[src/rtl/windowed_peak_picker_assert.svh]
// Assertion macros used by the peak picker RTL.
`ifndef WINDOWED_PEAK_PICKER_ASSERT_SVH
`define WINDOWED_PEAK_PICKER_ASSERT_SVH

// Same-cycle implication, sampled on the rising clock edge outside reset.
`define WPP_ASSERT_IMPL(label, clk, rst_n, ante, cons, msg) \
    label: assert property (@(posedge clk) disable iff (!rst_n) (ante) |-> (cons)) \
        else $error(msg);

// Next-cycle implication, sampled on the rising clock edge outside reset.
`define WPP_ASSERT_NEXT(label, clk, rst_n, ante, cons, msg) \
    label: assert property (@(posedge clk) disable iff (!rst_n) (ante) |=> (cons)) \
        else $error(msg);

`endif

[src/rtl/wpp_pkg.sv]
// Shared types and constants of the windowed peak picker.
package wpp_pkg;

    localparam int unsigned CNT_W = 17;
    localparam int unsigned IDX_W = 16;

    localparam logic [CNT_W-1:0] POS_MAX    = '1;
    localparam logic [CNT_W-1:0] WINDOW_RST = 17'd64;
    localparam logic [CNT_W-1:0] RECORD_RST = 17'd65536;

    typedef enum logic [1:0] {
        REG_WINDOW   = 2'd0,
        REG_RECORD   = 2'd1,
        REG_FIND_MIN = 2'd2
    } t_reg_idx;

    typedef struct packed {
        logic [CNT_W-1:0] window_length;
        logic [CNT_W-1:0] record_length;
        logic             find_minimum;
    } t_cfg;

    typedef struct packed {
        logic             finished;
        logic [CNT_W-1:0] fill;
        logic             emit;
    } t_status;

endpackage

[src/rtl/windowed_peak_picker.sv]
// Windowed peak picker: one maximum or minimum per window of a sample record.
//
// Samples of a record stream in on the slave side, one per transfer; a tuser
// bit marks the first sample of a record and restarts the search. Each window
// of window_length samples is searched for its maximum (find_minimum = 0) or
// minimum (find_minimum = 1), the earliest extreme winning a tie, and at the
// window's last sample one result transfer carries the peak's index and value.
// The next window opens window_length samples after that peak; a window opens
// only while its start lies below record_length - 2 * window_length, after
// which nothing is emitted until the next record start. Nothing is emitted
// before the first record start after reset. A window length of zero acts as
// one and a record length above MAX_RECORD is clipped to it. Throughput is one
// sample per clock unless the input stalls: the compare and counter update for
// a sample sit between the state registers and the result register, so a result
// is valid in the cycle after the sample that closes its window. The input
// stalls only while that result register is full and the master side does not
// take it. Write the configuration registers (byte addresses 0, 4, 8) only while
// no result is outstanding; new values take effect on the next sample.
module windowed_peak_picker #(
    parameter int MAX_RECORD  = 65536,
    parameter int SAMPLE_BITS = 16
) (
    input  logic                   i_clk,
    input  logic                   i_rst_n,
    // configuration port
    input  logic                   psel,
    input  logic                   penable,
    input  logic                   pwrite,
    input  logic [3:0]             paddr,
    input  logic [31:0]            pwdata,
    output logic [31:0]            prdata,
    output logic                   pready,
    // sample stream
    input  logic                   s_axis_tvalid,
    output logic                   s_axis_tready,
    input  logic [((SAMPLE_BITS+7)/8)*8-1:0] s_axis_tdata,  // sample
    input  logic [0:0]             s_axis_tuser,               // record_start
    // peak stream
    output logic                   m_axis_tvalid,
    input  logic                   m_axis_tready,
    output logic [((wpp_pkg::IDX_W+SAMPLE_BITS+7)/8)*8-1:0] m_axis_tdata // peak_index, peak_value
);

    localparam int unsigned OUT_W = ((wpp_pkg::IDX_W + SAMPLE_BITS + 7) / 8) * 8;

    wpp_pkg::t_cfg                  w_cfg;
    wpp_pkg::t_status               w_stat;
    logic                           w_accept;
    logic [wpp_pkg::IDX_W-1:0]      w_peak_index;
    logic signed [SAMPLE_BITS-1:0]  w_peak_value;

    logic                           r_out_valid;
    logic [wpp_pkg::IDX_W-1:0]      r_peak_index;
    logic signed [SAMPLE_BITS-1:0]  r_peak_value;

    wpp_apb_regs u_regs (
        .i_clk   (i_clk),
        .i_rst_n (i_rst_n),
        .psel    (psel),
        .penable (penable),
        .pwrite  (pwrite),
        .paddr   (paddr),
        .pwdata  (pwdata),
        .prdata  (prdata),
        .pready  (pready),
        .o_cfg   (w_cfg)
    );

    // Take a new sample whenever the result register is free or being emptied.
    assign s_axis_tready = !r_out_valid || m_axis_tready;
    assign w_accept      = s_axis_tvalid && s_axis_tready;

    wpp_search #(
        .MAX_RECORD  (MAX_RECORD),
        .SAMPLE_BITS (SAMPLE_BITS)
    ) u_search (
        .i_clk          (i_clk),
        .i_rst_n        (i_rst_n),
        .i_cfg          (w_cfg),
        .i_accept       (w_accept),
        .i_sample       (s_axis_tdata[SAMPLE_BITS-1:0]),
        .i_record_start (s_axis_tuser[0]),
        .o_peak_index   (w_peak_index),
        .o_peak_value   (w_peak_value),
        .o_status       (w_stat)
    );

    // Result register: load on a closing window, drop once the transfer completes.
    always_ff @(posedge i_clk) begin
        if (!i_rst_n) begin
            r_out_valid <= 1'b0;
        end else if (w_stat.emit) begin
            r_out_valid <= 1'b1;
        end else if (m_axis_tready) begin
            r_out_valid <= 1'b0;
        end
    end

    // Hold the payload until the next window closes.
    always_ff @(posedge i_clk) begin
        if (w_stat.emit) begin
            r_peak_index <= w_peak_index;
            r_peak_value <= w_peak_value;
        end
    end

    assign m_axis_tvalid = r_out_valid;
    assign m_axis_tdata  = OUT_W'({r_peak_value, r_peak_index});

`include "windowed_peak_picker_assert.svh"

    // A fresh result only ever follows an accepted sample.
    `WPP_ASSERT_IMPL(a_result_follows_sample, i_clk, i_rst_n, $rose(r_out_valid), $past(w_accept), "result appeared without an accepted sample")

    // A finished search stays silent until a record start arrives.
    `WPP_ASSERT_NEXT(a_finished_silent, i_clk, i_rst_n, w_stat.finished && !(w_accept && s_axis_tuser[0]), !$rose(r_out_valid), "result emitted after the search had finished")

    // Closing a window empties the fill count.
    `WPP_ASSERT_NEXT(a_fill_cleared, i_clk, i_rst_n, w_stat.emit, w_stat.fill == '0, "window fill not cleared after a result")

endmodule

[src/rtl/wpp_apb_regs.sv]
// APB register file holding the peak picker configuration.
module wpp_apb_regs (
    input  logic                i_clk,
    input  logic                i_rst_n,
    input  logic                psel,
    input  logic                penable,
    input  logic                pwrite,
    input  logic [3:0]          paddr,
    input  logic [31:0]         pwdata,
    output logic [31:0]         prdata,
    output logic                pready,
    output wpp_pkg::t_cfg       o_cfg
);

    wpp_pkg::t_cfg     r_cfg;
    wpp_pkg::t_reg_idx w_idx;
    logic              w_write;

    assign pready  = 1'b1;
    assign w_idx   = wpp_pkg::t_reg_idx'(paddr[3:2]);
    assign w_write = psel && penable && pwrite;

    always_ff @(posedge i_clk) begin
        if (!i_rst_n) begin
            r_cfg.window_length <= wpp_pkg::WINDOW_RST;
            r_cfg.record_length <= wpp_pkg::RECORD_RST;
            r_cfg.find_minimum  <= 1'b0;
        end else if (w_write) begin
            unique case (w_idx)
                wpp_pkg::REG_WINDOW:   r_cfg.window_length <= pwdata[wpp_pkg::CNT_W-1:0];
                wpp_pkg::REG_RECORD:   r_cfg.record_length <= pwdata[wpp_pkg::CNT_W-1:0];
                wpp_pkg::REG_FIND_MIN: r_cfg.find_minimum  <= pwdata[0];
                default: ;
            endcase
        end
    end

    always_comb begin
        unique case (w_idx)
            wpp_pkg::REG_WINDOW:   prdata = 32'(r_cfg.window_length);
            wpp_pkg::REG_RECORD:   prdata = 32'(r_cfg.record_length);
            wpp_pkg::REG_FIND_MIN: prdata = 32'(r_cfg.find_minimum);
            default:               prdata = '0;
        endcase
    end

    assign o_cfg = r_cfg;

endmodule

[src/rtl/wpp_search.sv]
// Window search state and the per-sample compare and counter update.
module wpp_search #(
    parameter int MAX_RECORD  = 65536,
    parameter int SAMPLE_BITS = 16
) (
    input  logic                          i_clk,
    input  logic                          i_rst_n,
    input  wpp_pkg::t_cfg                 i_cfg,
    input  logic                          i_accept,
    input  logic signed [SAMPLE_BITS-1:0] i_sample,
    input  logic                          i_record_start,
    output logic [wpp_pkg::IDX_W-1:0]     o_peak_index,
    output logic signed [SAMPLE_BITS-1:0] o_peak_value,
    output wpp_pkg::t_status              o_status
);

    localparam int unsigned CW = wpp_pkg::CNT_W;
    localparam int unsigned IW = wpp_pkg::IDX_W;
    localparam logic [24:0] MAX_REC = 25'(MAX_RECORD);

    logic [CW-1:0]          r_pos, n_pos;
    logic [CW-1:0]          r_begin, n_begin;
    logic [CW-1:0]          r_fill, n_fill;
    logic [CW-1:0]          r_skip, n_skip;
    logic                   r_fin, n_fin;
    logic signed [SAMPLE_BITS-1:0] r_best, n_best;
    logic [IW-1:0]          r_bpos, n_bpos;

    logic [CW-1:0]          w_win;
    logic [CW-1:0]          w_rec;
    logic [CW-1:0]          w_pos0;
    logic [CW+1:0]          w_reach;
    logic                   w_better;
    logic                   w_emit;
    logic [CW:0]            w_next;
    logic [CW:0]            w_after;

    assign w_win = (i_cfg.window_length == '0) ? CW'(1) : i_cfg.window_length;
    assign w_rec = ({8'd0, i_cfg.record_length} > MAX_REC) ? MAX_REC[CW-1:0]
                                                           : i_cfg.record_length;

    always_comb begin
        // start from the record-start view of the state
        n_pos   = i_record_start ? '0 : r_pos;
        n_begin = i_record_start ? '0 : r_begin;
        n_fill  = i_record_start ? '0 : r_fill;
        n_skip  = i_record_start ? '0 : r_skip;
        n_fin   = i_record_start ? 1'b0 : r_fin;
        n_best  = r_best;
        n_bpos  = r_bpos;
        w_pos0  = n_pos;
        w_reach = (CW+2)'(n_begin) + {1'b0, w_win, 1'b0};
        w_better = i_cfg.find_minimum ? (i_sample < r_best) : (i_sample > r_best);
        w_emit  = 1'b0;
        w_next  = '0;
        w_after = '0;

        if (!n_fin) begin
            if (n_skip != '0) begin
                n_skip = n_skip - CW'(1);
            end else if (n_fill == '0) begin
                if (w_reach < (CW+2)'(w_rec)) begin
                    n_best = i_sample;
                    n_bpos = w_pos0[IW-1:0];
                    n_fill = CW'(1);
                end else begin
                    n_fin = 1'b1;
                end
            end else begin
                if (w_better) begin
                    n_best = i_sample;
                    n_bpos = w_pos0[IW-1:0];
                end
                n_fill = n_fill + CW'(1);
            end

            if (!n_fin && n_fill != '0 && n_fill >= w_win) begin
                w_emit  = 1'b1;
                w_next  = (CW+1)'(n_bpos) + (CW+1)'(w_win);
                w_after = (CW+1)'(w_pos0) + (CW+1)'(1);
                n_begin = w_next[CW-1:0];
                n_skip  = (w_next > w_after) ? CW'(w_next - w_after) : '0;
                n_fill  = '0;
            end
        end

        // saturate the position counter at its top
        if (w_pos0 != wpp_pkg::POS_MAX) begin
            n_pos = w_pos0 + CW'(1);
        end
    end

    always_ff @(posedge i_clk) begin
        if (!i_rst_n) begin
            r_pos   <= '0;
            r_begin <= '0;
            r_fill  <= '0;
            r_skip  <= '0;
            r_fin   <= 1'b1;
            r_best  <= '0;
            r_bpos  <= '0;
        end else if (i_accept) begin
            r_pos   <= n_pos;
            r_begin <= n_begin;
            r_fill  <= n_fill;
            r_skip  <= n_skip;
            r_fin   <= n_fin;
            r_best  <= n_best;
            r_bpos  <= n_bpos;
        end
    end

    assign o_peak_index     = n_bpos;
    assign o_peak_value     = n_best;
    assign o_status.finished = r_fin;
    assign o_status.fill     = r_fill;
    assign o_status.emit     = i_accept && w_emit;

endmodule

[config.mk]
export PLATFORM = sky130hd
export DESIGN_NAME = windowed_peak_picker
export DESIGN_NICKNAME = d
export VERILOG_FILES = /design/src/rtl/wpp_pkg.sv /design/src/rtl/windowed_peak_picker.sv /design/src/rtl/wpp_apb_regs.sv /design/src/rtl/wpp_search.sv
export VERILOG_INCLUDE_DIRS = /design/src /design/src/rtl
export SDC_FILE = /design/constraint.sdc
export NUM_CORES = 1
export LEC_CHECK = 0
export ABC_AREA = 0
export BUFFER_PORTS_ARGS = -buffer_cell sky130_fd_sc_hd__buf_2
export CAP_MARGIN = 10
export CORE_ASPECT_RATIO = 1.2
export CORE_MARGIN = 2
export CORE_UTILIZATION = 44
export CTS_CLUSTER_SIZE = 10
export DETAILED_ROUTE_END_ITERATION = 8
export PLACE_DENSITY = 0.6
export SLEW_MARGIN = 20
export SYNTH_ARGS = -nofsm -noshare
export SYNTH_HDL_FRONTEND = slang
export SYNTH_HIERARCHICAL = 1
export SYNTH_SLANG_ARGS = --single-unit
[constraint.sdc]
create_clock -name i_clk -period 12.9 [get_ports i_clk]
set_input_delay 2.58 -clock i_clk [delete_from_list [all_inputs] [get_ports i_clk]]
set_output_delay 2.58 -clock i_clk [all_outputs]
set_load 0.02 [all_outputs]
==> out/summary.txt, run 1 <==
status: completed
Finished Layout Cells: 2,151
DP Worst Slack: 0.441 ns
Cells after DPL: 2,119
total gr overflow: 0
vias in the first global route: 11,500
crit end category: register
Max Fclk: 82.7 MHz
final hold vios: 0
syn avg cell area: 7.85 um2
I/O Buffers: 93
post_cts resized: 0
reg-to-reg setup timing slack: 1.71 ns
Slew HR: 0.321
# hold bufs at CTS: 0
Synth-to-Final Area Change: 8.80%
Worst-Skew Late Latency: 0.44 ns
cell count after synthesis: 1,726
Post-DP HPWL: 27,800 um
largest net degree at the start of global routing: 96
Core Region: 30,400 um2
layout cells sized above 1: 0.118
H-tree lvl count: 4
Period minus WS final: 12.10 ns
# IOs: 127
placed inst area: 14,100 um2
hold crit path type: register to register
Max Slew Vio Count: 0
Max-Cap Viols: 0
routed wire length: 38,300 um
reg2reg path depth: 49
post-route worst setup slack: 0.805 ns
Post-Syn Area: 13,500 um2
initial antenna violation count: 0
total track usage: 0.239
first-pass GRT wire length: 61,300 um
PwrDens: 97.4 nW/um2
Pleak: 6.17 nW
Yosys warnings: 6
vias: 12,385
clock buffer depth: 2
routability cong.: 0.896
Setup-failing EPs final: 0
Root Buffer Master: clkbuf_16
Die Wd: 164 um
RSZ-0062 raised after global routing: false
critical path depth: 47
TNS Setup: 0 ns
Ant. Diodes: 0
startpoint types: primary input
die area: 32,200 um2
Buf/Inv on CP: 2
largest fanout on the critical path: 18
Die H: 196 um
clk_skew: 0.0140 ns
WL per Instance: 17.8 um
critical path class: primary input to register
Tightest Pin Transition: 1.02 ns
post-route cell area: 14,700 um2
Critical-path top delay cell: or3_1
WP data arrival: 12.41 ns
CTS tree: built
final period utilization: 0.938
DR pass1 iterations: 6
drt drc: 0
Worst path top cell family by delay: compound AO/OA/AOI/OAI gates
CP max stage delay: 0.43 ns
Worst IR Drop VDD: 71.7 uV
total setup buffers inserted after CTS: 0
Initial DRC Count: 915
Initial Util: 0.446
DRT antenna net count: 0
Worst Path Required: 13.22 ns
CTS Sinks: 169
number of nets in the layout: 1,896
CTS Buf Count: 17
Core Rows: 70
vias per cell: 5.76
hold path cells: 2
Core Util, Final: 0.485
CTS clk-pin slew, worst paths: 0.07 ns
Worst path most repeated cell: a21oi_1
state kept, by name (all words and copies together), names as in the netlist:
name and cells:
m_axis_tvalid 1, r_peak_index 16, r_peak_value 16, u_regs/o_cfg 35
u_search/r_begin 17, u_search/r_best 16, u_search/r_bpos 16, u_search/r_fill 17
u_search/r_fin 1, u_search/r_pos 17, u_search/r_skip 17
where the power goes:
part	internal, mW	switching, mW	leakage [nW]	total [mW]
logic	0.126	0.217	4.48	0.343
registers	0.552	0.0162	1.40	0.569
clock network	0.265	0.258	0.288	0.523
layout make-up:
| cell class | instances | area, um2 |
|---|---|---|
| flip-flops and latches | 169 | 3700 |
| fillers | 2986 | 15700 |
| well taps | 396 | 495 |
| inverters | 72 | 270 |
| clock inverters | 14 | 151 |
| repair buffers | 116 | 641 |
| clock buffers | 18 | 439 |
| multi-input cells | 1366 | 9040 |
final timing paths:
check,start,end
setup / recovery,s_axis_tuser,u_search/r_skip[11]
setup reg to reg,u_regs/o_cfg[24],u_search/r_skip[11]
hold / removal,u_search/r_pos[15],u_search/r_pos[15]
hold reg to reg,u_search/r_pos[15],u_search/r_pos[15]
routing by layer:
metal	global-route usage	vias up	share of wire
li1	-	6142	-
met1	0.308	5828	0.44
met2	0.413	369	0.49
met3	0.0283	46	0.044
met4	0.0786	0	0.026
met5	0	-	0
worst register-to-register path: cells and delay by family (launching register included):
kind | cells | cell delay, ns
flip-flops | 1 | 0.54
AO/OA/AOI/OAI | 29 | 6.49
adder cells (fa/ha/maj) | 5 | 1.59
buffers and inverters | 1 | 0.11
XOR/XNOR | 2 | 0.36
AND/OR/NAND/NOR | 12 | 1.96
placed cells by master, fill, tap and decap left out, types with 20 or more instances in the layout:
cell,n
nor2b_1,89
o211ai_1,25
ha_1,93
nand3_1,24
buf_4,24
edfxtp_1,32
nand2_1,232
xnor2_1,61
a22oi_1,29
buf_2,92
inv_1,69
and3_1,21
a21o_1,30
nor3_1,23
and2_1,20
o21ai_0,127
mux2i_1,75
dfxtp_1,137
nor2_1,112
a21oi_1,124
mux2_2,22
stage by stage:
step	power, mW	hold slack [ns]
after CTS	1.45	0.504
after floorplan	0.825	0.444
after detailed placement	0.922	0.481
after global routing	1.51	0.526
final	1.44	0.500
after global placement	0.916	0.482
Power figures use the tool's default switching activity.
==> run 2: changes to the inputs <==
--- a/config.mk
+++ b/config.mk
@@ -11,10 +11,10 @@
 export CAP_MARGIN = 10
 export CORE_ASPECT_RATIO = 1.2
 export CORE_MARGIN = 2
-export CORE_UTILIZATION = 44
+export CORE_UTILIZATION = 40
 export CTS_CLUSTER_SIZE = 10
 export DETAILED_ROUTE_END_ITERATION = 8
-export PLACE_DENSITY = 0.6
+export PLACE_DENSITY = 0.56
 export SLEW_MARGIN = 20
 export SYNTH_ARGS = -nofsm -noshare
 export SYNTH_HDL_FRONTEND = slang
==> run 2 against run 1 <==
Net effect:
- first-iteration DRC count down 4.7%
- count of clock-buffer cells in the layout unchanged
- die area up 9.8%
- setup slack better by 0.18 ns
- clock skew about the same
- wire length down 0.27%
- sequential share of layout area down 0.15 points
- critical path depth up 2
- flip-flop and latch count unchanged
- final area up 0.60%
- cell count up 2.5%
- critical path type unchanged
- critical endpoint unchanged
==> out/summary.txt, run 2 (synthesized netlist as in run 1, its figures left out) <==
routed wire length: 38,200 um (-0.27%)
Period minus WS final: 11.92 ns (-0.176 ns)
Slew HR: 0.292 (-0.0289)
startpoint types: primary input
register area: 3700 um2 (unchanged)
first-pass GRT wire length: 61,500 um (+0.39%)
DR pass1 iterations: 7 (+1)
Worst-Skew Late Latency: 0.44 ns (about the same)
CTS Buf Count: 17 (unchanged)
WL per Instance: 17.4 um (-2.7%)
initial antenna violation count: 0 (unchanged)
DRT antenna net count: 0 (unchanged)
die area: 35,400 um2 (+9.8%)
vias: 12,339 (-0.37%)
final period utilization: 0.924 (-0.0137)
FILL cells: 3,416 (+14%)
leading cell type in the layout, fill and taps excluded: nand2_1
Max Slew Vio Count: 0 (unchanged)
Max Fclk: 83.9 MHz (+1.5%)
Tightest Pin Transition: 1.06 ns (+0.0434 ns)
CTS Sinks: 169 (unchanged)
Largest register FFs: 35 (unchanged)
vias in the first global route: 11,651 (+1.3%)
Root Buffer Master: clkbuf_16
Worst Path Required: 13.22 ns (about the same)
Die Wd: 172 um (+4.8%)
Ant. Diodes: 0 (unchanged)
CTS tree: built
routability cong.: 0.886 (-1.2%)
Core Rows: 73 (+4.3%)
Post-DP HPWL: 28,000 um (+0.42%)
CP max stage delay: 0.41 ns (-0.02 ns)
RSZ-0062 raised after global routing: false
layout cells sized above 1: 0.117 (-0.000503)
vias per cell: 5.60 (-2.8%)
drt drc: 0 (unchanged)
largest fanout on the critical path: 18 (unchanged)
number of nets in the layout: 1,895 (-0.053%)
Die H: 206 um (+4.8%)
PwrDens: 98.8 nW/um2 (+1.4%)
Pleak: 6.18 nW (+0.13%)
# IOs: 127 (unchanged)
post_cts resized: 0 (unchanged)
status: completed
crit end category: register
Power Total: 1.46 mW (+2.1%)
clock buffer depth: 2 (unchanged)
total track usage: 0.219 (-0.0202)
total setup buffers inserted after CTS: 0 (unchanged)
largest net degree at the start of global routing: 91 (-5.2%)
Initial Util: 0.407 (-0.0383)
Worst IR Drop VDD: 76.7 uV (+7.0%)
# hold bufs at CTS: 0 (unchanged)
clk_skew: 0.0136 ns (-0.000391 ns)
Critical-path top delay cell: or3_1
CTS clk-pin slew, worst paths: 0.07 ns (about the same)
most frequent cells in the layout: nand2_1 (232), dfxtp_1 (137), o21ai_0 (127)
Initial DRC Count: 872 (-4.7%)
total gr overflow: 0 (unchanged)
hold crit path type: register to register
TNS Setup: 0 ns (unchanged)
WP data arrival: 12.24 ns (-0.17 ns)
H-tree lvl count: 4 (unchanged)
Worst path most repeated cell: a21oi_1
I/O Buffers: 93 (unchanged)
final hold vios: 0 (unchanged)
Synth-to-Final Area Change: 9.46%
Core Region: 33,200 um2 (+9.4%)
Setup-failing EPs final: 0 (unchanged)
area of the multi-input gates: 9040 um2 (about the same)
Max-Cap Viols: 0 (unchanged)
critical path class: primary input to register
==> run 2: layout make-up <==
cell class                      count  share of cell area
Multi-Input combinational cell   1366               0.610
Inverter                           72              0.0182
Tap cell                          450              0.0380
Clock inverter                     14              0.0121
Clock buffer                       18              0.0296
Sequential cell                   169               0.250
Timing Repair Buffer              115              0.0427
==> run 2: final timing paths <==
path | start | to | slack, ns | cells past startpoint
hold reg to reg | u_search/r_begin[16] | u_search/r_begin[16] | 0.50 | 1
setup reg to reg | u_regs/o_cfg[24] | u_search/r_skip[11] | 1.80 | 51
hold / removal | u_search/r_begin[16] | u_search/r_begin[16] | 0.50 | 1
setup / recovery | s_axis_tuser | u_search/r_skip[11] | 0.98 | 49
==> run 2: critical path: cells and delay by family <==
family | cells | cell delay, ns
xor gates and xnor gates | 2 | 0.31
buffers and inverters | 4 | 0.50
and+or+nand+nor | 10 | 1.30
adders and majority gates | 5 | 1.53
AOI/OAI and AO/OA | 28 | 5.98
==> run 2: stage by stage <==
step	std cells	hold slack (ns)	cell area (um2)	worst slack [ns]	util
global placement	2172	0.479	14200	0.738	0.427
CTS	2204	0.497	14800	1.06	0.446
global route	2204	0.520	14800	0.0926	0.446
detailed placement	2172	0.487	14200	0.630	0.427
floorplan	1740	0.444	13600	0.170	-
finish	2204	0.499	14800	0.981	0.446
==> run 2: power by group <==
group	internal, mW	switching [mW]
combinational	0.125	0.216
sequential	0.552	0.0166
clock	0.301	0.254
total	0.978	0.486
==> run 2: metal layers <==
metal / track usage / vias to the layer above / part of all wire
met5: 0 / - / 0
met4: 0.101 / 0 / 0.039
met3: 0.0235 / 57 / 0.040
met2: 0.364 / 314 / 0.46
met1: 0.285 / 5813 / 0.46
li1: - / 6155 / -
